[src/rtl/rrcs_pkg.sv]
// ----------------------------------------------------------------------------
// RTCP report rewrite checksum - shared package
// Word types, register indexes, mode codes and the folding checksum add.
// ----------------------------------------------------------------------------
`timescale 1ns / 1ps
`default_nettype none

package rrcs_pkg;

	localparam int unsigned MAX_PACKET_BYTES = 65535;

	localparam logic [7:0] PROTO_UDP    = 8'd17;
	localparam logic [7:0] RTCP_TYPE_RR = 8'd201;

	localparam logic [1:0] CFG_MODE     = 2'd0;
	localparam logic [1:0] CFG_JITTER   = 2'd1;
	localparam logic [1:0] CFG_FRACTION = 2'd2;

	localparam logic [1:0] MODE_ACCEPT        = 2'd0;
	localparam logic [1:0] MODE_DROP_INJECT   = 2'd1;
	localparam logic [1:0] MODE_ACCEPT_INJECT = 2'd2;

	localparam logic [1:0]  MODE_RESET     = MODE_DROP_INJECT;
	localparam logic [31:0] JITTER_RESET   = 32'd100;
	localparam logic [7:0]  FRACTION_RESET = 8'd10;

	typedef struct packed {
		logic [7:0] packet_byte;
		logic       eop;
	} rrcs_in_t;

	typedef struct packed {
		logic        is_report;
		logic        drop_packet;
		logic        inject_copy;
		logic [15:0] ip_checksum;
		logic [15:0] udp_checksum;
		logic [6:0]  report_offset;
	} rrcs_out_t;

	// per-packet state captured at the last byte
	typedef struct packed {
		logic [15:0] pos;
		logic [5:0]  header_bytes;
		logic [16:0] ip_sum;
		logic [16:0] udp_sum;
		logic [15:0] udp_len;
		logic        ipv4_udp_seen;
		logic        rtcp_type_seen;
	} rrcs_snap_t;

	// ones' complement add with a single end-around fold
	function automatic logic [16:0] fold_add(input logic [16:0] s, input logic [15:0] v);
		logic [16:0] t;
		t = s + {1'b0, v};
		return {1'b0, t[15:0]} + {16'd0, t[16]};
	endfunction

endpackage

`default_nettype wire

[src/rtl/rrcs_accum.sv]
// ----------------------------------------------------------------------------
// RTCP report rewrite checksum - byte accumulator
// Input register, per-byte parsing and running checksums; hands the packet
// state on at the last byte.
// ----------------------------------------------------------------------------
`timescale 1ns / 1ps
`default_nettype none

module rrcs_accum
	import rrcs_pkg::*;
(
	input  wire logic        clk,
	input  wire logic        arst_n,
	input  wire logic        in_valid,
	output logic             in_stall,
	input  wire rrcs_in_t    in_word,
	input  wire logic [31:0] jitter_value,
	input  wire logic [7:0]  fraction_value,
	output logic             snap_valid,
	input  wire logic        snap_stall,
	output rrcs_snap_t       snap
);

	logic        valid_s1;
	logic [7:0]  byte_s1;
	logic        last_s1;

	logic [15:0] pos_q;
	logic [5:0]  hb_q;
	logic [16:0] ip_q;
	logic [16:0] udp_q;
	logic [15:0] len_q;
	logic        ipv4_q;
	logic        rtcp_q;

	logic        snap_valid_s2;
	rrcs_snap_t  snap_s2;

	logic        snap_free;
	logic        consume;
	logic        accept;

	logic [5:0]  hb_eff;
	logic [15:0] lane;
	logic [15:0] off;
	logic [7:0]  v;
	logic        take;
	logic        pseudo;
	logic        beyond_hdr;
	rrcs_snap_t  nxt;

	assign snap_free = !snap_valid_s2 || !snap_stall;
	assign consume   = valid_s1 && (!last_s1 || snap_free);
	assign in_stall  = valid_s1 && !consume;
	assign accept    = in_valid && !in_stall;

	always_comb begin
		hb_eff     = (pos_q == 16'd0) ? {byte_s1[3:0], 2'b00} : hb_q;
		beyond_hdr = pos_q >= {10'd0, hb_eff};
		off        = pos_q - {10'd0, hb_eff};

		nxt.pos          = pos_q;
		nxt.header_bytes = hb_eff;
		nxt.ip_sum       = ip_q;
		nxt.udp_sum      = udp_q;
		nxt.udp_len      = len_q;
		nxt.ipv4_udp_seen  = ipv4_q;
		nxt.rtcp_type_seen = rtcp_q;

		if (pos_q == 16'd0)
			nxt.ipv4_udp_seen = (byte_s1[7:4] == 4'd4) && (byte_s1[3:0] >= 4'd5);
		if (pos_q == 16'd9 && byte_s1 != PROTO_UDP)
			nxt.ipv4_udp_seen = 1'b0;

		lane = pos_q[0] ? {8'd0, byte_s1} : {byte_s1, 8'd0};
		if (pos_q < {10'd0, hb_eff} && pos_q != 16'd10 && pos_q != 16'd11)
			nxt.ip_sum = fold_add(ip_q, lane);

		if (beyond_hdr) begin
			if (off == 16'd4) nxt.udp_len = {byte_s1, len_q[7:0]};
			if (off == 16'd5) nxt.udp_len = {len_q[15:8], byte_s1};
			if (off == 16'd8) nxt.rtcp_type_seen = (byte_s1[7:6] == 2'd2);
			if (off == 16'd9 && byte_s1 != RTCP_TYPE_RR) nxt.rtcp_type_seen = 1'b0;
		end

		// report fields: fraction lost at offset 20, jitter at 28..31
		v = byte_s1;
		case (off)
			16'd20:  v = fraction_value;
			16'd28:  v = jitter_value[31:24];
			16'd29:  v = jitter_value[23:16];
			16'd30:  v = jitter_value[15:8];
			16'd31:  v = jitter_value[7:0];
			default: v = byte_s1;
		endcase
		take   = beyond_hdr && ((off < 16'd6) || (off >= 16'd8 && off < nxt.udp_len));
		pseudo = (pos_q >= 16'd12) && (pos_q <= 16'd19);
		if (pseudo)
			nxt.udp_sum = fold_add(udp_q, lane);
		else if (take)
			nxt.udp_sum = fold_add(udp_q, pos_q[0] ? {8'd0, v} : {v, 8'd0});
	end

	always_ff @(posedge clk or negedge arst_n) begin
		if (!arst_n) begin
			valid_s1 <= 1'b0;
		end else if (accept) begin
			valid_s1 <= 1'b1;
		end else if (consume) begin
			valid_s1 <= 1'b0;
		end
	end

	always_ff @(posedge clk) begin
		if (accept) begin
			byte_s1 <= in_word.packet_byte;
			last_s1 <= in_word.eop;
		end
	end

	always_ff @(posedge clk or negedge arst_n) begin
		if (!arst_n) begin
			pos_q  <= '0;
			hb_q   <= '0;
			ip_q   <= '0;
			udp_q  <= '0;
			len_q  <= '0;
			ipv4_q <= 1'b0;
			rtcp_q <= 1'b0;
		end else if (consume) begin
			if (last_s1) begin
				pos_q  <= '0;
				hb_q   <= '0;
				ip_q   <= '0;
				udp_q  <= '0;
				len_q  <= '0;
				ipv4_q <= 1'b0;
				rtcp_q <= 1'b0;
			end else begin
				if (pos_q < 16'(MAX_PACKET_BYTES)) pos_q <= pos_q + 16'd1;
				hb_q   <= nxt.header_bytes;
				ip_q   <= nxt.ip_sum;
				udp_q  <= nxt.udp_sum;
				len_q  <= nxt.udp_len;
				ipv4_q <= nxt.ipv4_udp_seen;
				rtcp_q <= nxt.rtcp_type_seen;
			end
		end
	end

	always_ff @(posedge clk or negedge arst_n) begin
		if (!arst_n) begin
			snap_valid_s2 <= 1'b0;
		end else if (snap_free) begin
			snap_valid_s2 <= consume && last_s1;
		end
	end

	always_ff @(posedge clk) begin
		if (snap_free && consume && last_s1) snap_s2 <= nxt;
	end

	assign snap_valid = snap_valid_s2;
	assign snap       = snap_s2;

endmodule

`default_nettype wire

[src/rtl/rrcs_finish.sv]
// ----------------------------------------------------------------------------
// RTCP report rewrite checksum - verdict and result register
// Report test, final checksum folds and the output word register.
// ----------------------------------------------------------------------------
`timescale 1ns / 1ps
`default_nettype none

module rrcs_finish
	import rrcs_pkg::*;
(
	input  wire logic       clk,
	input  wire logic       arst_n,
	input  wire logic       snap_valid,
	output logic            snap_stall,
	input  wire rrcs_snap_t snap,
	input  wire logic [1:0] mode,
	output logic            out_valid,
	input  wire logic       out_stall,
	output rrcs_out_t       out_word
);

	logic        out_valid_q;
	rrcs_out_t   out_word_q;
	rrcs_out_t   res;

	logic        report;
	logic [16:0] span;
	logic [16:0] need;
	logic [16:0] s_proto;
	logic [16:0] s_len;
	logic [15:0] udpck;
	logic        load;

	assign snap_stall = out_valid_q && out_stall;
	assign load       = snap_valid && !snap_stall;

	always_comb begin
		span    = {1'b0, snap.pos} + 17'd1;
		need    = {11'd0, snap.header_bytes} + {1'b0, snap.udp_len};
		report  = snap.ipv4_udp_seen && snap.rtcp_type_seen && (snap.udp_len >= 16'd16)
		          && (snap.pos < 16'(MAX_PACKET_BYTES)) && (span >= need);
		s_proto = fold_add(snap.udp_sum, {8'd0, PROTO_UDP});
		s_len   = fold_add(s_proto, snap.udp_len);
		udpck   = ~s_len[15:0];
		if (udpck == 16'd0) udpck = 16'hFFFF;

		res = '0;
		if (report) begin
			res.is_report     = 1'b1;
			res.ip_checksum   = ~snap.ip_sum[15:0];
			res.udp_checksum  = udpck;
			res.report_offset = {1'b0, snap.header_bytes} + 7'd8;
			case (mode)
				MODE_DROP_INJECT: begin
					res.drop_packet = 1'b1;
					res.inject_copy = 1'b1;
				end
				MODE_ACCEPT_INJECT: begin
					res.inject_copy = 1'b1;
				end
				default: begin
					res.drop_packet = 1'b0;
					res.inject_copy = 1'b0;
				end
			endcase
		end
	end

	always_ff @(posedge clk or negedge arst_n) begin
		if (!arst_n) begin
			out_valid_q <= 1'b0;
		end else if (load) begin
			out_valid_q <= 1'b1;
		end else if (!out_stall) begin
			out_valid_q <= 1'b0;
		end
	end

	always_ff @(posedge clk) begin
		if (load) out_word_q <= res;
	end

	assign out_valid = out_valid_q;
	assign out_word  = out_word_q;

endmodule

`default_nettype wire

[src/rtl/rtcp_report_rewrite_checksum_unit.sv]
// ----------------------------------------------------------------------------
// RTCP report rewrite checksum unit - top level
// Classifies IPv4 packets as RTCP receiver reports and yields the IP header
// checksum and the UDP checksum of a copy with rewritten jitter and fraction.
// ----------------------------------------------------------------------------
// One packet byte is taken per clock. Each byte passes an input register, is
// folded into the running sums as it leaves that register, and the byte marked
// last hands the packet state through a snapshot register to a verdict stage,
// whose result word is registered in the output register. Throughput is one
// byte per cycle, including single-byte packets back to back; the input stalls
// only while a last byte waits behind a held result word. Configuration writes
// are always ready and should be made between packets.
`timescale 1ns / 1ps
`default_nettype none

module rtcp_report_rewrite_checksum_unit
	import rrcs_pkg::*;
(
	input  wire logic        clk,
	input  wire logic        arst_n,
	input  wire logic        in_valid,
	output logic             in_stall,
	input  wire rrcs_in_t    in_word,
	output logic             out_valid,
	input  wire logic        out_stall,
	output rrcs_out_t        out_word,
	input  wire logic        cfg_valid,
	output logic             cfg_ready,
	input  wire logic [1:0]  cfg_index,
	input  wire logic [31:0] cfg_data
);

	logic [1:0]  mode_q;
	logic [31:0] jitter_q;
	logic [7:0]  fraction_q;

	logic        snap_valid;
	logic        snap_stall;
	rrcs_snap_t  snap;

	assign cfg_ready = 1'b1;

	always_ff @(posedge clk or negedge arst_n) begin
		if (!arst_n) begin
			mode_q     <= MODE_RESET;
			jitter_q   <= JITTER_RESET;
			fraction_q <= FRACTION_RESET;
		end else if (cfg_valid && cfg_ready) begin
			case (cfg_index)
				CFG_MODE:     mode_q     <= cfg_data[1:0];
				CFG_JITTER:   jitter_q   <= cfg_data;
				CFG_FRACTION: fraction_q <= cfg_data[7:0];
				default:      mode_q     <= mode_q;
			endcase
		end
	end

	rrcs_accum u_accum (
		.clk            (clk),
		.arst_n         (arst_n),
		.in_valid       (in_valid),
		.in_stall       (in_stall),
		.in_word        (in_word),
		.jitter_value   (jitter_q),
		.fraction_value (fraction_q),
		.snap_valid     (snap_valid),
		.snap_stall     (snap_stall),
		.snap           (snap)
	);

	rrcs_finish u_finish (
		.clk        (clk),
		.arst_n     (arst_n),
		.snap_valid (snap_valid),
		.snap_stall (snap_stall),
		.snap       (snap),
		.mode       (mode_q),
		.out_valid  (out_valid),
		.out_stall  (out_stall),
		.out_word   (out_word)
	);

endmodule

`default_nettype wire

[config.mk]
export PLATFORM = sky130hd
export DESIGN_NAME = rtcp_report_rewrite_checksum_unit
export DESIGN_NICKNAME = d
export VERILOG_FILES = /design/src/rtl/rrcs_pkg.sv /design/src/rtl/rrcs_accum.sv /design/src/rtl/rrcs_finish.sv /design/src/rtl/rtcp_report_rewrite_checksum_unit.sv
export SDC_FILE = /design/constraint.sdc
export NUM_CORES = 1
export LEC_CHECK = 0
export ABC_AREA = 0
export BUFFER_PORTS_ARGS = -buffer_cell sky130_fd_sc_hd__buf_2
export CORE_MARGIN = 1
export CORE_UTILIZATION = 55
export CTS_CLUSTER_DIAMETER = 30
export DETAILED_ROUTE_END_ITERATION = 8
export GPL_ROUTABILITY_DRIVEN = 0
export MAX_ROUTING_LAYER = met4
export PLACE_DENSITY = 0.76
export RECOVER_POWER = 100
export REMOVE_ABC_BUFFERS = 1
export SYNTH_ARGS = -nofsm -noshare
export SYNTH_HDL_FRONTEND = slang
export SYNTH_SLANG_ARGS = --single-unit
[constraint.sdc]
create_clock -name clk -period 12.06 [get_ports clk]
set_input_delay 1.206 -clock clk [delete_from_list [all_inputs] [get_ports clk]]
set_output_delay 1.206 -clock clk [all_outputs]
set_load 0.005 [all_outputs]
; ---- After elaboration in Yosys (flattened, before gate mapping)
; Cells that the tools add are included.
[classes]
mux = 31
order_cmp = 12
eq_ne = 21
add_sub_neg = 15
n_bitwise = 2
n_reduce_logical = 38
[op_table]
columns = op, count
row1 = $mux 16, 9
row2 = $mux 17, 5
row3 = $eq 16x5->1 const B, 5
row4 = $add 16x1->17, 4
row5 = $add 17x16->17, 4
row6 = $eq 16x4->1 const B, 3
row7 = $mux 42, 1
row8 = $pmux 8 s5, 1
row9 = $eq 16x3->1 const B, 2
row10 = $ge 16x4->1 const B, 2
row11 = $logic_not 16->1, 2
row12 = $lt 16x16->1 const B, 2
row13 = $ne 16x4->1 const B, 2
row14 = $not 16->16, 2
row15 = $logic_and 1x1->1, 20
row16 = $add 16x1->17 const B, 1
row17 = $add 17x5->17 const B, 1
row18 = $add 6x16->17, 1
row19 = $ge 17x17->1, 1
row20 = $add 16x1->16, 1
row21 = $add 16x1->16 const B, 1
row22 = $ge 16x5->1 const B, 1
row23 = $ge 16x6->1, 1
row24 = $le 16x5->1 const B, 1
row25 = other kinds (20), 46
[word_totals]
output_inout_bits = 45
wordCells = 147
reg_bits = 243

; ---- Logic depth before layout (Yosys ltp)
; Gate-level depths: netlist (run 1).
[logic_depth]
word_depth = 14
ltp_mapped = 43
ltp_nobuf = 40

; ---- Cells and area by module
; A second synthesis (run 1) with hierarchy kept.
[hier_totals]
hier_cells = 1768
hier_area_um2 = 17583.1
[by_module_without_submodules]
columns = module, area_each_um2, n_inst, cells_each
row1 = rrcs_accum, 11574.9, 1, 1214
row2 = rrcs_finish, 4280.4, 1, 462
row3 = rtcp_report_rewrite_checksum_unit, 1727.9, 1, 92

; ---- Worst setup path before layout (run 1)
; Ideal clock, no wire load.
[synth_path]
kind = reg-to-reg
startpoint = register u_accum.pos_q[0]
endpoint = register u_accum.snap_s2 (netlist bit u_accum.snap[32]) (data pin)
path_stages_with_launch = 44
arrival_time_ns = 8.702
setup_slack_ns = 3.103
t_required_ns = 11.805
path_buffers = 3
synth_period_minus_slack_ns = 8.957
path_cell_list = dfrtp_1 -> inv_1 -> clkbuf_1 -> ha_1 -> nor2b_1 -> and3_1 -> buf_2 -> nand2_1 -> and2_1 -> ha_1 -> inv_1 -> fa_1 -> a21oi_1 -> a21boi_0 -> o32ai_1 -> mux2i_1 -> o21ai_0 -> nor3_1 -> [... 8 more ...] -> o21ai_0 -> a31oi_1 -> a31oi_1 -> a21o_1 -> a21oi_1 -> o21bai_1 -> a21oi_1 -> xnor2_1 -> ha_1 -> ha_1 -> nand4_1 -> nor4_1 -> nor3b_1 -> nand3_1 -> xor2_1 -> nor3_1 -> o21ai_0 -> and2_1
[synth_lines]
columns = element, line
row1 = start: declaration, rrcs_accum.sv:28  ; logic [15:0] pos_q;
row2 = start signal: assignment, rrcs_accum.sv:140  ; if (pos_q < 16'(MAX_PACKET_BYTES)) pos_q <= pos_q + 16'd1;
row3 = end signal: assignment, rrcs_accum.sv:160  ; if (snap_free && consume && last_s1) snap_s2 <= nxt;
row4 = end: declaration, rrcs_accum.sv:37  ; rrcs_snap_t snap_s2;

==> metrics.md, run 1 <==
| Metric | Value |
|---|---|
| Total power | `3.64 mW` |
| Overall die area | `0.0318 sq mm` |
| R2R setup slack | `0.93 ns` |
| Critical path type | `flop to flop` |
| Vias post-DR | `14233` |
| Share of synthesized area occupied by flip-flops and latches | `39.3%` |
| CTS Root Buffer Type | `sky130_fd_sc_hd__clkbuf_16` |
| Result of the run | `complete, but fails checks` |
| Hold_sp | `u_accum.rtcp_q` |
| Fill cells | `2398` |
| Mux contribution to synthesized area | `5.39%` |
| Type of element launching the critical path | `flop` |
| Most repeated library cell on the critical path | `sky130_fd_sc_hd__ha_1` |
| Core Region | `0.0306 sq mm` |
| Async set-reset flop share out of synthesis | `49.0%` |
| Gr ovfl total | `0` |
| Clk_skew | `0.0231 ns` |
| Average wire length per cell after detail routing | `20.4 microns` |
| Top library cells by usage in the layout, fill and taps aside | `sky130_fd_sc_hd__nand2_1, sky130_fd_sc_hd__edfxtp_1, sky130_fd_sc_hd__ha_1, sky130_fd_sc_hd__dfrtp_1, sky130_fd_sc_hd__nor2_1` |
| Net switching power | `1.27 mW` |
| Clock transition at the register clock pins on the worst setup and hold paths after CTS | `0.05 ns` |
| Leakage power figure | `8.28 nW` |
| Number of antenna violations at the first check in global routing | `3` |
| Crit-path max FO | `27` |
| Setup Viol. Count Final | `0` |
| Most common library cell in the layout ignoring fill and taps | `sky130_fd_sc_hd__nand2_1` |
| Max Slew Vio Count | `372` |
| Peak supply drop | `0.000136 V` |
| Slowest cell on crit path | `sky130_fd_sc_hd__dfrtp_1` |
| Share of Yosys cell area claimed by the top area cell type | `21.8%` |
| Final Instance Count excl. Fillers | `2261` |
| Width of the chip | `178 microns` |
| Hold buffer count at cts | `0` |
| Routed wire length | `46200 microns` |
| # rows | `64` |
| Basic-gate share of the synthesized area counting and, or, nand and nor cells | `17.5%` |
| Tightest Pin Transition | `3.39 ns` |
| Top-level I/O count | `93` |
| Post-synthesis cell type count | `93` |
| Dominant combinational cell family by area after synthesis | `simple AND/OR/NAND/NOR gates` |
| RSZ-0062 raised after global routing | `no` |
| RR Startpoint | `u_accum.pos_q[0]` |
| DRC viols | `0` |
| Primary flip-flop cell chosen by synthesis mapping | `sky130_fd_sc_hd__edfxtp_1` |
| Synthesized instance count | `1726` |
| Leading post-synthesis cells by cell area | `sky130_fd_sc_hd__edfxtp_1, sky130_fd_sc_hd__dfrtp_1, sky130_fd_sc_hd__ha_1` |
| Combinational cell fraction of total power | `29.7%` |
| Maximum Capacitance Violations | `9` |
| Initial core utilization | `55.8%` |
| Setup crit end kind | `flop` |
| Length in cells of the worst reg-to-reg path | `40` |
| Part of the power in registers | `30.3%` |
| Post-synthesis xor/xnor area fraction | `8.91%` |
| Total number of clock tree sinks | `243` |
| Warning count from the yosys run | `0` |
| GRT Total Usage | `30.6%` |
| CTS tree | `built` |
| Minimum clock period after layout | `11.13 ns` |
| PD cells | `186 mW/mm^2` |
| Number of stages on the worst hold path | `2` |
| Wire length of the first global-routing pass | `73000 microns` |
| Synth area leader | `sky130_fd_sc_hd__edfxtp_1` |
| Tightest Hold Check Type | `flop to flop` |
| Cell Int Power | `2.37 mW` |
| Count of placed standard cells including taps | `2163` |
| Layout area overhead | `14.8%` |
| Post-synthesis cell area | `0.0171 sq mm` |
| Arrival @ worst endpoint | `11.44 ns` |
| Fraction of layout instances using a drive strength above 1 | `13.1%` |
| TritonCTS Buffers | `51` |
| Average size of a mapped cell | `9.90 sq um` |
| Final instance area | `0.0196 sq mm` |
| Post-route ant nets | `0` |
| Synth Area in Adders | `9.67%` |
| Via density | `6.30` |
| Number of gates resized after cts | `0` |
| Chip height | `178 microns` |
| Number of nets in the final layout | `1995` |
| Number of input and output port buffers inserted | `91` |
| CTS H-Tree Depth | `2` |
| Placement-stage cell area | `0.0179 sq mm` |
| Summed negative setup slack over all endpoints | `0 ns` |
| Pin count of the biggest net entering global routing | `61` |
| Endpoint required time on the critical path | `12.37 ns` |
| Clock network fraction of design power | `40.0%` |
| Fraction of power spent switching nets | `34.8%` |
| Violated checks | `capacitance limit, slew limit` |
| Relative slew slack | `-126%` |
| Number of enable flip-flop cells after synthesis | `124` |
| Flip-flop and latch count after synthesis | `243` |
| Insertion delay to the later sink of the worst-skew pair | `0.56 ns` |
| Part of the cycle the worst path needs | `92.3%` |
| Max frequency | `89.9 MHz` |
| Reg-to-Reg End | `u_accum.snap[32]` |
| Final hold violations | `0` |
| Iter 0 DRT Violations | `1535` |
| Sum of net half-perimeters after detailed placement | `34100 microns` |
| Worst min-delay path endpoint | `u_accum.rtcp_q` |
| Crit path largest cell delay | `0.88 ns` |
| Post CTS Setup Buffer Count | `0` |
| Clock Tree Buf Depth | `3` |
| Number of search-and-repair iterations in the first detailed-routing pass | `6` |
| Share of the synthesized area in compound gates (AO/OA/AOI/OAI) | `16.4%` |
| Final core utilization | `64.1%` |
| Number of global-route vias before repair | `13791` |
power groups by stage:
stage | Combinational, mW | Sequential [mW] | Clock, mW
detailed placement | 1.06 | 1.11 | 0
finish | 1.08 | 1.10 | 1.45
CTS | 1.07 | 1.10 | 1.47
global placement | 1.03 | 1.11 | 0
global route | 1.19 | 1.11 | 1.51
floorplan | 0.803 | 1.08 | 0
kinds of logic after synthesis:
kind of cell,count (synthesis)
other,1
flip-flops,243
multiplexers,74
XOR/XNOR,172
AO/OA/AOI/OAI,414
adder cells (fa/ha/maj),128
buffers and inverters,116
AND/OR/NAND/NOR,578
layout make-up:
class	count	area, sq um	share of cell area [%]
Multi-Input combinational cell	1367	9910	50.6
Sequential cell	243	6710	34.2
Clock buffer	55	1310	6.69
Clock inverter	40	502	2.56
Tap cell	396	495	2.53
Timing Repair Buffer	101	453	2.31
Inverter	56	210	1.07
Antenna cell	3	7.51	0.0383
cells in the mapped netlist (all sizes together), types with 14 or more instances:
master and instances:
nand2 140, edfxtp 124, ha 120, dfrtp 113
nor2 113, o21ai 109, xnor2 95, a21oi 76
xor2 76, nand3 61, mux2 58, inv 54
nor3 49, clkbuf 43, a21o 42, and2 34
a22o 32, nor2b 32, and3 26, nand4 25
nor4 19, buf 17, or3 17, o21a 15
or2 14
through the flow:
step / hold slack [ns] / worst slack [ns]
finish: 0.481 / 0.931
global route: 0.508 / 0.138
CTS: 0.483 / 1.30
detailed placement: 0.474 / 1.38
global placement: 0.464 / 1.79
floorplan: 0.443 / 2.96
worst max-delay path: cells and delay by family, from the launching register on:
family / cells / cell delay, ns
simple gates: 15 / 3.70
flops: 1 / 0.88
fa+ha+maj: 7 / 2.04
compound gates: 13 / 3.12
xor+xnor: 2 / 0.30
buf+inv: 2 / 0.55
mux: 1 / 0.27
flip-flops by register name, indices dropped and copies added, names as in the netlist:
name,count
u_accum.snap,73
jitter_q,32
fraction_q,8
u_accum.len_q,16
u_finish.out_valid,1
u_accum.byte_s1,8
mode_q,2
u_accum.ipv4_q,1
u_accum.pos_q,16
u_accum.ip_q,17
u_accum.hb_q,6
u_accum.last_s1,1
u_accum.rtcp_q,1
u_finish.out_word,42
u_accum.valid_s1,1
u_accum.snap_valid,1
u_accum.udp_q,17
worst max-delay path by stage:
stage               cells past startpoint          endpoint              from  slack, ns
CTS                                    40  u_accum.snap[32]  u_accum.pos_q[0]       1.30
global route                           40  u_accum.snap[32]  u_accum.pos_q[0]       0.14
global placement                       40  u_accum.snap[32]  u_accum.pos_q[0]       1.79
detailed placement                     40  u_accum.snap[32]  u_accum.pos_q[0]       1.38
finish                                 40  u_accum.snap[32]  u_accum.pos_q[0]       0.93
floorplan                              40  u_accum.snap[32]  u_accum.pos_q[0]       2.96
layer usage:
| layer | share of wire, % | vias to the layer above | GRT usage [%] |
|---|---|---|---|
| met3 | 9.1 | 140 | 5.80 |
| met2 | 44 | 707 | 46.6 |
| met5 | 0 | - | - |
| li1 | - | 6635 | - |
| met1 | 42 | 6751 | 40.0 |
| met4 | 4.1 | 0 | 13.1 |
Note: power is estimated with default switching activity, not from simulation.
==> run 2, diff against run 1 <==
Settings changed: ABC_AREA 0 to 1.
Clock period 12.06 ns to 12.8 ns, I/O delays scaled along.
==> run 2 against run 1 <==
The run still ends with capacitance limit, slew limit left. Final cell count increased by 16%. Combinational power decreased by 22%. Non-clock buffer count decreased by 2. Critical path depth increased by 15. Area after synthesis decreased by 1.0%. Utilization increased by 0.16 points. Wire length decreased by 3.6%. Sequential share of layout area increased by 0.64 points. Largest cell class unchanged.
==> metrics.md, run 2 <==
| Metric | Value |
|---|---|
| Flip-flop and latch count after synthesis | `243 (unchanged)` |
| Warning count from the yosys run | `0 (unchanged)` |
| CTS Root Buffer Type | `sky130_fd_sc_hd__clkbuf_16` |
| Final Instance Count excl. Fillers | `2631 (+16%)` |
| RR Startpoint | `u_accum.pos_q[0]` |
| Number of search-and-repair iterations in the first detailed-routing pass | `7 (+1)` |
| Share of the synthesized area in compound gates (AO/OA/AOI/OAI) | `10.9% (-5.5 points)` |
| Maximum Capacitance Violations | `7 (-2)` |
| Hold buffer count at cts | `0 (unchanged)` |
| Diodes inserted | `0 (-3)` |
| Initial core utilization | `56.4% (+0.62 points)` |
| Synth area leader | `sky130_fd_sc_hd__edfxtp_1` |
| Most repeated library cell on the critical path | `sky130_fd_sc_hd__nand2_1` |
| Minimum clock period after layout | `10.74 ns (-0.392 ns)` |
| Post-route ant nets | `0 (unchanged)` |
| Summed negative setup slack over all endpoints | `0 ns (unchanged)` |
| Number of enable flip-flop cells after synthesis | `124 (unchanged)` |
| Sum of net half-perimeters after detailed placement | `33600 microns (-1.5%)` |
| Tightest Pin Transition | `4.54 ns (+1.15 ns)` |
| Tightest Hold Check Type | `flop to flop` |
| GRT Total Usage | `29.6% (-1.0 points)` |
| Part of the cycle the worst path needs | `83.9% (-8.4 points)` |
| Arrival @ worst endpoint | `11.05 ns (-0.39 ns)` |
| Via density | `5.70 (-9.5%)` |
| Basic-gate share of the synthesized area counting and, or, nand and nor cells | `24.0% (+6.6 points)` |
| Leading post-synthesis cells by cell area | `sky130_fd_sc_hd__edfxtp_1, sky130_fd_sc_hd__dfrtp_1, sky130_fd_sc_hd__ha_1` |
| Chip height | `177 microns (-0.49%)` |
| Relative slew slack | `-203% (-77 points)` |
| Width of the chip | `177 microns (-0.49%)` |
| Iter 0 DRT Violations | `1235 (-20%)` |
| Routed wire length | `44500 microns (-3.6%)` |
| Fraction of layout instances using a drive strength above 1 | `9.55% (-3.5 points)` |
| Startpoint of the worst setup timing path | `u_accum.pos_q[0]` |
| Clk_skew | `0.0327 ns (+0.00963 ns)` |
| Average wire length per cell after detail routing | `16.9 microns (-17%)` |
| # rows | `63 (-1.6%)` |
| Total number of clock tree sinks | `243 (unchanged)` |
| Number of antenna violations at the first check in global routing | `0 (-3)` |
| DRC viols | `0 (unchanged)` |
| Mux contribution to synthesized area | `1.07% (-4.3 points)` |
| Post-synthesis xor/xnor area fraction | `6.58% (-2.3 points)` |
| Flip-flop count of the largest register, all copies and words added | `73 (unchanged)` |
| TritonCTS Buffers | `48 (-5.9%)` |
| Number of nets in the final layout | `2376 (+19%)` |
| Pin count of the biggest net entering global routing | `79 (+30%)` |
| Primary flip-flop cell chosen by synthesis mapping | `sky130_fd_sc_hd__edfxtp_1` |
| Average size of a mapped cell | `8.06 sq um (-19%)` |
| Share of synthesized area occupied by flip-flops and latches | `39.7% (+0.40 points)` |
| Wire length of the first global-routing pass | `71000 microns (-2.7%)` |
| Max Slew Vio Count | `375 (+0.81%)` |
| RSZ-0062 raised after global routing | `no` |
| Final hold violations | `0 (unchanged)` |
| Async set-reset flop share out of synthesis | `49.0% (unchanged)` |
| Crit-path max FO | `28 (+3.7%)` |
| Core Region | `0.0300 sq mm (-2.1%)` |
| Post-synthesis cell area | `0.0169 sq mm (-1.0%)` |
| Number of global-route vias before repair | `14402 (+4.4%)` |
| PD cells | `161 mW/mm^2 (-13%)` |
| Slowest cell on crit path | `sky130_fd_sc_hd__dfrtp_1` |
| Gr ovfl total | `0 (unchanged)` |
| Most common library cells after synthesis | `sky130_fd_sc_hd__nand2_1, sky130_fd_sc_hd__inv_1, sky130_fd_sc_hd__nor2_1` |
| Type of element launching the critical path | `flop` |
| Hold_sp | `jitter_q[0]` |
| Post CTS Setup Buffer Count | `0 (unchanged)` |
| Buf+Inv Stages, Crit Path | `5 (+3)` |
| Synthesized instance count | `2097 (+21%)` |
| Synth Area in Adders | `9.71% (+0.038 points)` |
| Vias post-DR | `14995 (+5.4%)` |
| Gate family responsible for the most delay along the worst path | `simple AND/OR/NAND/NOR gates` |
| Clock Tree Buf Depth | `3 (unchanged)` |
| Number of stages on the worst hold path | `2 (unchanged)` |
| Setup Viol. Count Final | `0 (unchanged)` |
| Leakage power figure | `9.20 nW (+11%)` |
| Max frequency | `93.1 MHz (+3.7%)` |
| Critical path type | `flop to flop` |
| Overall die area | `0.0314 sq mm (-0.99%)` |
| Count of placed standard cells including taps | `2541 (+17%)` |
| R2R setup slack | `2.06 ns (+1.13 ns)` |
| Number of input and output port buffers inserted | `91 (unchanged)` |
| Clock transition at the register clock pins on the worst setup and hold paths after CTS | `0.05 ns (about the same)` |
| Result of the run | `complete, but fails checks` |
| Fill cells | `2463 (+2.7%)` |
| CTS H-Tree Depth | `2 (unchanged)` |
| Peak supply drop | `0.000112 V (-18%)` |
| Setup crit end kind | `flop` |
| Layout area overhead | `13.8%` |
| Reg-to-Reg End | `u_accum.snap[33]` |
| Length in cells of the worst reg-to-reg path | `55 (+38%)` |
| Violated checks | `capacitance limit, slew limit` |
| Number of gates resized after cts | `0 (unchanged)` |
| CTS tree | `built` |
| Fin Hold WS | `0.483 ns (+0.00244 ns)` |
| Crit path largest cell delay | `0.87 ns (about the same)` |
| Top-level I/O count | `93 (unchanged)` |
| Worst min-delay path endpoint | `jitter_q[0]` |
| Leading cell type by number of instances after synthesis | `sky130_fd_sc_hd__nand2_1` |
| Share of Yosys cell area claimed by the top area cell type | `22.0% (+0.22 points)` |
| Top library cells by usage in the layout, fill and taps aside | `sky130_fd_sc_hd__nand2_1, sky130_fd_sc_hd__inv_1, sky130_fd_sc_hd__nor2_1, sky130_fd_sc_hd__nand3_1, sky130_fd_sc_hd__a21oi_1` |
| Most common library cell in the layout ignoring fill and taps | `sky130_fd_sc_hd__nand2_1` |
| Post-synthesis cell type count | `62 (-33%)` |
| Dominant combinational cell family by area after synthesis | `simple AND/OR/NAND/NOR gates` |
| Insertion delay to the later sink of the worst-skew pair | `0.56 ns (about the same)` |
| Endpoint required time on the critical path | `13.11 ns (+0.74 ns)` |
-- run 2: worst max-delay path by stage --
stage | to | slack, ns | cells after the start
global placement | u_accum.snap[33] | 2.96 | 55
finish | u_accum.snap[33] | 2.06 | 55
floorplan | u_accum.snap[33] | 3.89 | 55
global route | u_accum.snap[33] | 0.85 | 56
detailed placement | u_accum.snap[33] | 2.45 | 55
CTS | u_accum.snap[33] | 2.39 | 55
-- run 2: worst reg2reg max path, delay by kind of cell (launching register included) --
family | cells | cell delay, ns
buffers and inverters | 5 | 1.17
flip-flops | 1 | 0.87
AO/OA/AOI/OAI | 10 | 1.48
XOR/XNOR | 1 | 0.17
AND/OR/NAND/NOR | 33 | 5.07
adder cells (fa/ha/maj) | 6 | 1.78
-- run 2: area by class of cell --
cell class / count / area [sq um] / share of cell area (%)
clock buffer: 55 / 1280 / 6.65
clock inverter: 35 / 348 / 1.81
inverter: 303 / 1140 / 5.91
multi-input combinational: 1506 / 8830 / 45.9
sequential: 243 / 6710 / 34.9
tap: 390 / 488 / 2.54
timing repair buffer: 99 / 450 / 2.34
-- run 2: kinds of logic after synthesis --
logic type | count (synthesis)
muxes | 16
buffers and inverters | 348
AOI/OAI and AO/OA | 320
DFF | 243
and+or+nand+nor | 915
other | 1
xor gates and xnor gates | 127
adders and majority gates | 127
-- run 2: layer usage --
layer / up-vias / global-route usage [%] / share of wire (%)
met3: 157 / 4.50 / 7.7
li1: 7204 / - / -
met2: 643 / 47.1 / 46
met5: - / - / 0
met4: 0 / 14.3 / 4.8
met1: 6991 / 37.0 / 42
-- run 2: power by group --
group          internal, mW  switching (mW)
Sequential            0.943          0.0773
Combinational         0.291           0.549
Clock                 0.806           0.434
-- run 2: stage by stage --
step           cell area (sq um)  power [mW]  setup WS, ns  utilization, %
2_1_floorplan              16700        1.64          3.89               -
3_3_place_gp               17700        1.83          2.96            59.2
3_5_place_dp               17700        1.86          2.45            59.2
4_1_cts                    19300        3.11          2.39            64.6
5_1_grt                    19200        3.27         0.854            64.2
6_report                   19200        3.10          2.06            64.2
==> run 3, diff against run 2 <==
Settings changed: PLACE_DENSITY 0.76 to 0.79.
Clock period 12.8 ns to 8.64 ns, I/O delays scaled along.
==> run 3 against run 2 <==
The run still ends with capacitance limit, slew limit left. Utilization is 2.2 points higher. Combinational power is 55% higher. Sequential share of layout area is 1.1 points lower. Non-clock buffer count is 25 higher. Die area stayed put. Critical path depth is 3 higher. Register-to-register slack worse by 1.5 ns. Flip-flop and latch count stayed put. Clock power is 67% higher. Final cell count is 1.5% higher. Critical endpoint is now u_accum.snap[31].
==> metrics.md, run 3 (synthesis results as in run 2) <==
| Metric | Value |
|---|---|
| Part of the power in registers | `30.8% (-2.1 points)` |
| Combinational cell fraction of total power | `26.6% (-0.5 points)` |
| Number of antenna violations at the first check in global routing | `0 (unchanged)` |
| Tightest Hold Check Type | `primary input to flop` |
| Slowest cell on crit path | `sky130_fd_sc_hd__or3b_4` |
| Pin count of the biggest net entering global routing | `79 (unchanged)` |
| CTS Root Buffer Type | `sky130_fd_sc_hd__clkbuf_16` |
| TritonCTS Buffers | `55 (+15%)` |
| Vias post-DR | `15261 (+1.8%)` |
| Total number of clock tree sinks | `243 (unchanged)` |
| Most repeated library cell on the critical path | `sky130_fd_sc_hd__nand2_1` |
| Top library cells by usage in the layout, fill and taps aside | `sky130_fd_sc_hd__nand2_1, sky130_fd_sc_hd__inv_1, sky130_fd_sc_hd__nor2_1, sky130_fd_sc_hd__nand3_1, sky130_fd_sc_hd__a21oi_1` |
| Chip height | `177 microns (unchanged)` |
| Max frequency | `123 MHz (+33%)` |
| Routed wire length | `46000 microns (+3.4%)` |
| PD cells | `245 mW/mm^2 (+52%)` |
| Setup crit end kind | `flop` |
| GRT Total Usage | `30.5% (+0.83 points)` |
| CTS H-Tree Depth | `2 (unchanged)` |
| Tightest Pin Transition | `3.43 ns (-1.11 ns)` |
| Critical path type | `flop to flop` |
| Diodes inserted | `0 (unchanged)` |
| Top-level I/O count | `93 (unchanged)` |
| Total power | `4.87 mW (+57%)` |
| Met3 Routed Length | `4210 microns (+24%)` |
| Final hold violations | `0 (unchanged)` |
| Layout area overhead | `17.7%` |
| Startpoint of the worst setup timing path | `u_accum.pos_q[1]` |
| DRC viols | `0 (unchanged)` |
| RR Startpoint | `u_accum.pos_q[1]` |
| Crit path largest cell delay | `0.43 ns (-0.44 ns)` |
| Average wire length per cell after detail routing | `17.2 microns (+1.9%)` |
| Max Slew Vio Count | `111 (-70%)` |
| Count of placed standard cells including taps | `2553 (+0.47%)` |
| Summed negative setup slack over all endpoints | `0 ns (unchanged)` |
| Insertion delay to the later sink of the worst-skew pair | `0.58 ns (+0.02 ns)` |
| Initial core utilization | `56.4% (unchanged)` |
| Part of the cycle the worst path needs | `93.7% (+9.8 points)` |
| Width of the chip | `177 microns (unchanged)` |
| Post-route ant nets | `0 (unchanged)` |
| Wire length of the first global-routing pass | `73100 microns (+3.0%)` |
| Result of the run | `complete, but fails checks` |
| Net switching power | `1.68 mW (+59%)` |
| Fraction of power spent switching nets | `34.6% (+0.37 points)` |
| Arrival @ worst endpoint | `8.39 ns (-2.66 ns)` |
| Overall die area | `0.0314 sq mm (unchanged)` |
| Maximum Capacitance Violations | `2 (-5)` |
| Final Instance Count excl. Fillers | `2670 (+1.5%)` |
| Clock network fraction of design power | `42.6% (+2.6 points)` |
| Total routed wire length on the met1 layer | `18500 microns (about the same)` |
| Most common library cell in the layout ignoring fill and taps | `sky130_fd_sc_hd__nand2_1` |
| Uppermost layer routed | `met4` |
| # rows | `63 (unchanged)` |
| Fraction of layout instances using a drive strength above 1 | `14.2% (+4.7 points)` |
| Clock transition at the register clock pins on the worst setup and hold paths after CTS | `0.05 ns (about the same)` |
| CTS tree | `built` |
| Iter 0 DRT Violations | `1478 (+20%)` |
| Via density | `5.72 (+0.29%)` |
| Flip-flop count of the largest register, all copies and words added | `73 (unchanged)` |
| Type of element launching the critical path | `flop` |
| Crit-path max FO | `16 (-43%)` |
| Sum of net half-perimeters after detailed placement | `33300 microns (-0.66%)` |
| Clk_skew | `0.0354 ns (+0.00273 ns)` |
| Endpoint required time on the critical path | `8.93 ns (-4.18 ns)` |
| Number of nets in the final layout | `2408 (+1.3%)` |
| Setup Viol. Count Final | `0 (unchanged)` |
| Gr ovfl total | `0 (unchanged)` |
| Peak supply drop | `0.000188 V (+68%)` |
| Routed wire length on met2 | `20700 microns (+1.6%)` |
| Minimum clock period after layout | `8.10 ns (-2.64 ns)` |
| Leakage power figure | `9.59 nW (+4.3%)` |
| Clock Tree Buf Depth | `3 (unchanged)` |
| Core Region | `0.0300 sq mm (unchanged)` |
| Number of search-and-repair iterations in the first detailed-routing pass | `6 (-1)` |
| Relative slew slack | `-129% (+74 points)` |
| Number of global-route vias before repair | `14683 (+2.0%)` |
| Number of input and output port buffers inserted | `91 (unchanged)` |
| Violated checks | `capacitance limit, slew limit` |
| Hold_sp | `in_word[1]` |
| Cell Int Power | `3.19 mW (+56%)` |
run 3: worst paths after layout:
check	endpoint	slack, ns	cells after the start
max in group asynchronous	u_accum.ip_q[14]	4.91	2
min reg2reg	u_accum.len_q[2]	0.49	2
max	u_accum.snap[31]	0.54	58
max reg2reg	u_accum.snap[31]	0.54	58
min	u_accum.byte_s1[0]	0.46	1
min in group asynchronous	u_accum.snap_valid	1.45	1
run 3: metrics by stage:
stage	area, sq um	setup WS [ns]	utilization (%)	hold slack (ns)
global placement	17800	0.336	59.5	0.466
global route	19900	-0.169	66.4	0.462
detailed placement	17800	-0.0962	59.5	0.474
finish	19900	0.542	66.4	0.463
floorplan	16700	-0.268	-	0.433
CTS	19700	0.0348	65.8	0.412
run 3: critical path, delay by kind of cell (launching register included):
family / cells / cell delay, ns
compound gates: 11 / 1.62
simple gates: 31 / 3.32
buf+inv: 8 / 0.63
fa+ha+maj: 6 / 1.54
flops: 1 / 0.38
xor+xnor: 2 / 0.30
run 3: final cells by class:
| class | count | area (sq um) |
|---|---|---|
| timing repair buffer | 124 | 677 |
| tap | 390 | 488 |
| clock inverter | 44 | 482 |
| fill | 2370 | 10100 |
| sequential | 243 | 6720 |
| multi-input combinational | 1506 | 8990 |
| inverter | 303 | 1140 |
| clock buffer | 60 | 1410 |
run 3: power groups by stage:
stage          clock (mW)  combinational, mW  sequential, mW
2_1_floorplan           0              0.939            1.48
3_3_place_gp            0               1.20            1.51
3_5_place_dp            0               1.25            1.51
4_1_cts              2.09               1.27            1.50
5_1_grt              2.14               1.46            1.51
6_report             2.07               1.30            1.50
run 3: what timing repair did:
action	4_1_cts	5_1_grt
pin swaps	1	10
setup buffers	0	13
resized for setup	5	40
endpoints found under the setup margin	5	20
hold buffers	0	0
run 3: metal layers:
metal  up-vias  track usage, %
met5         -               -
met4         0            16.3
met3       170            5.18
met2       746            47.4
met1      7056            37.9
li1       7289               -
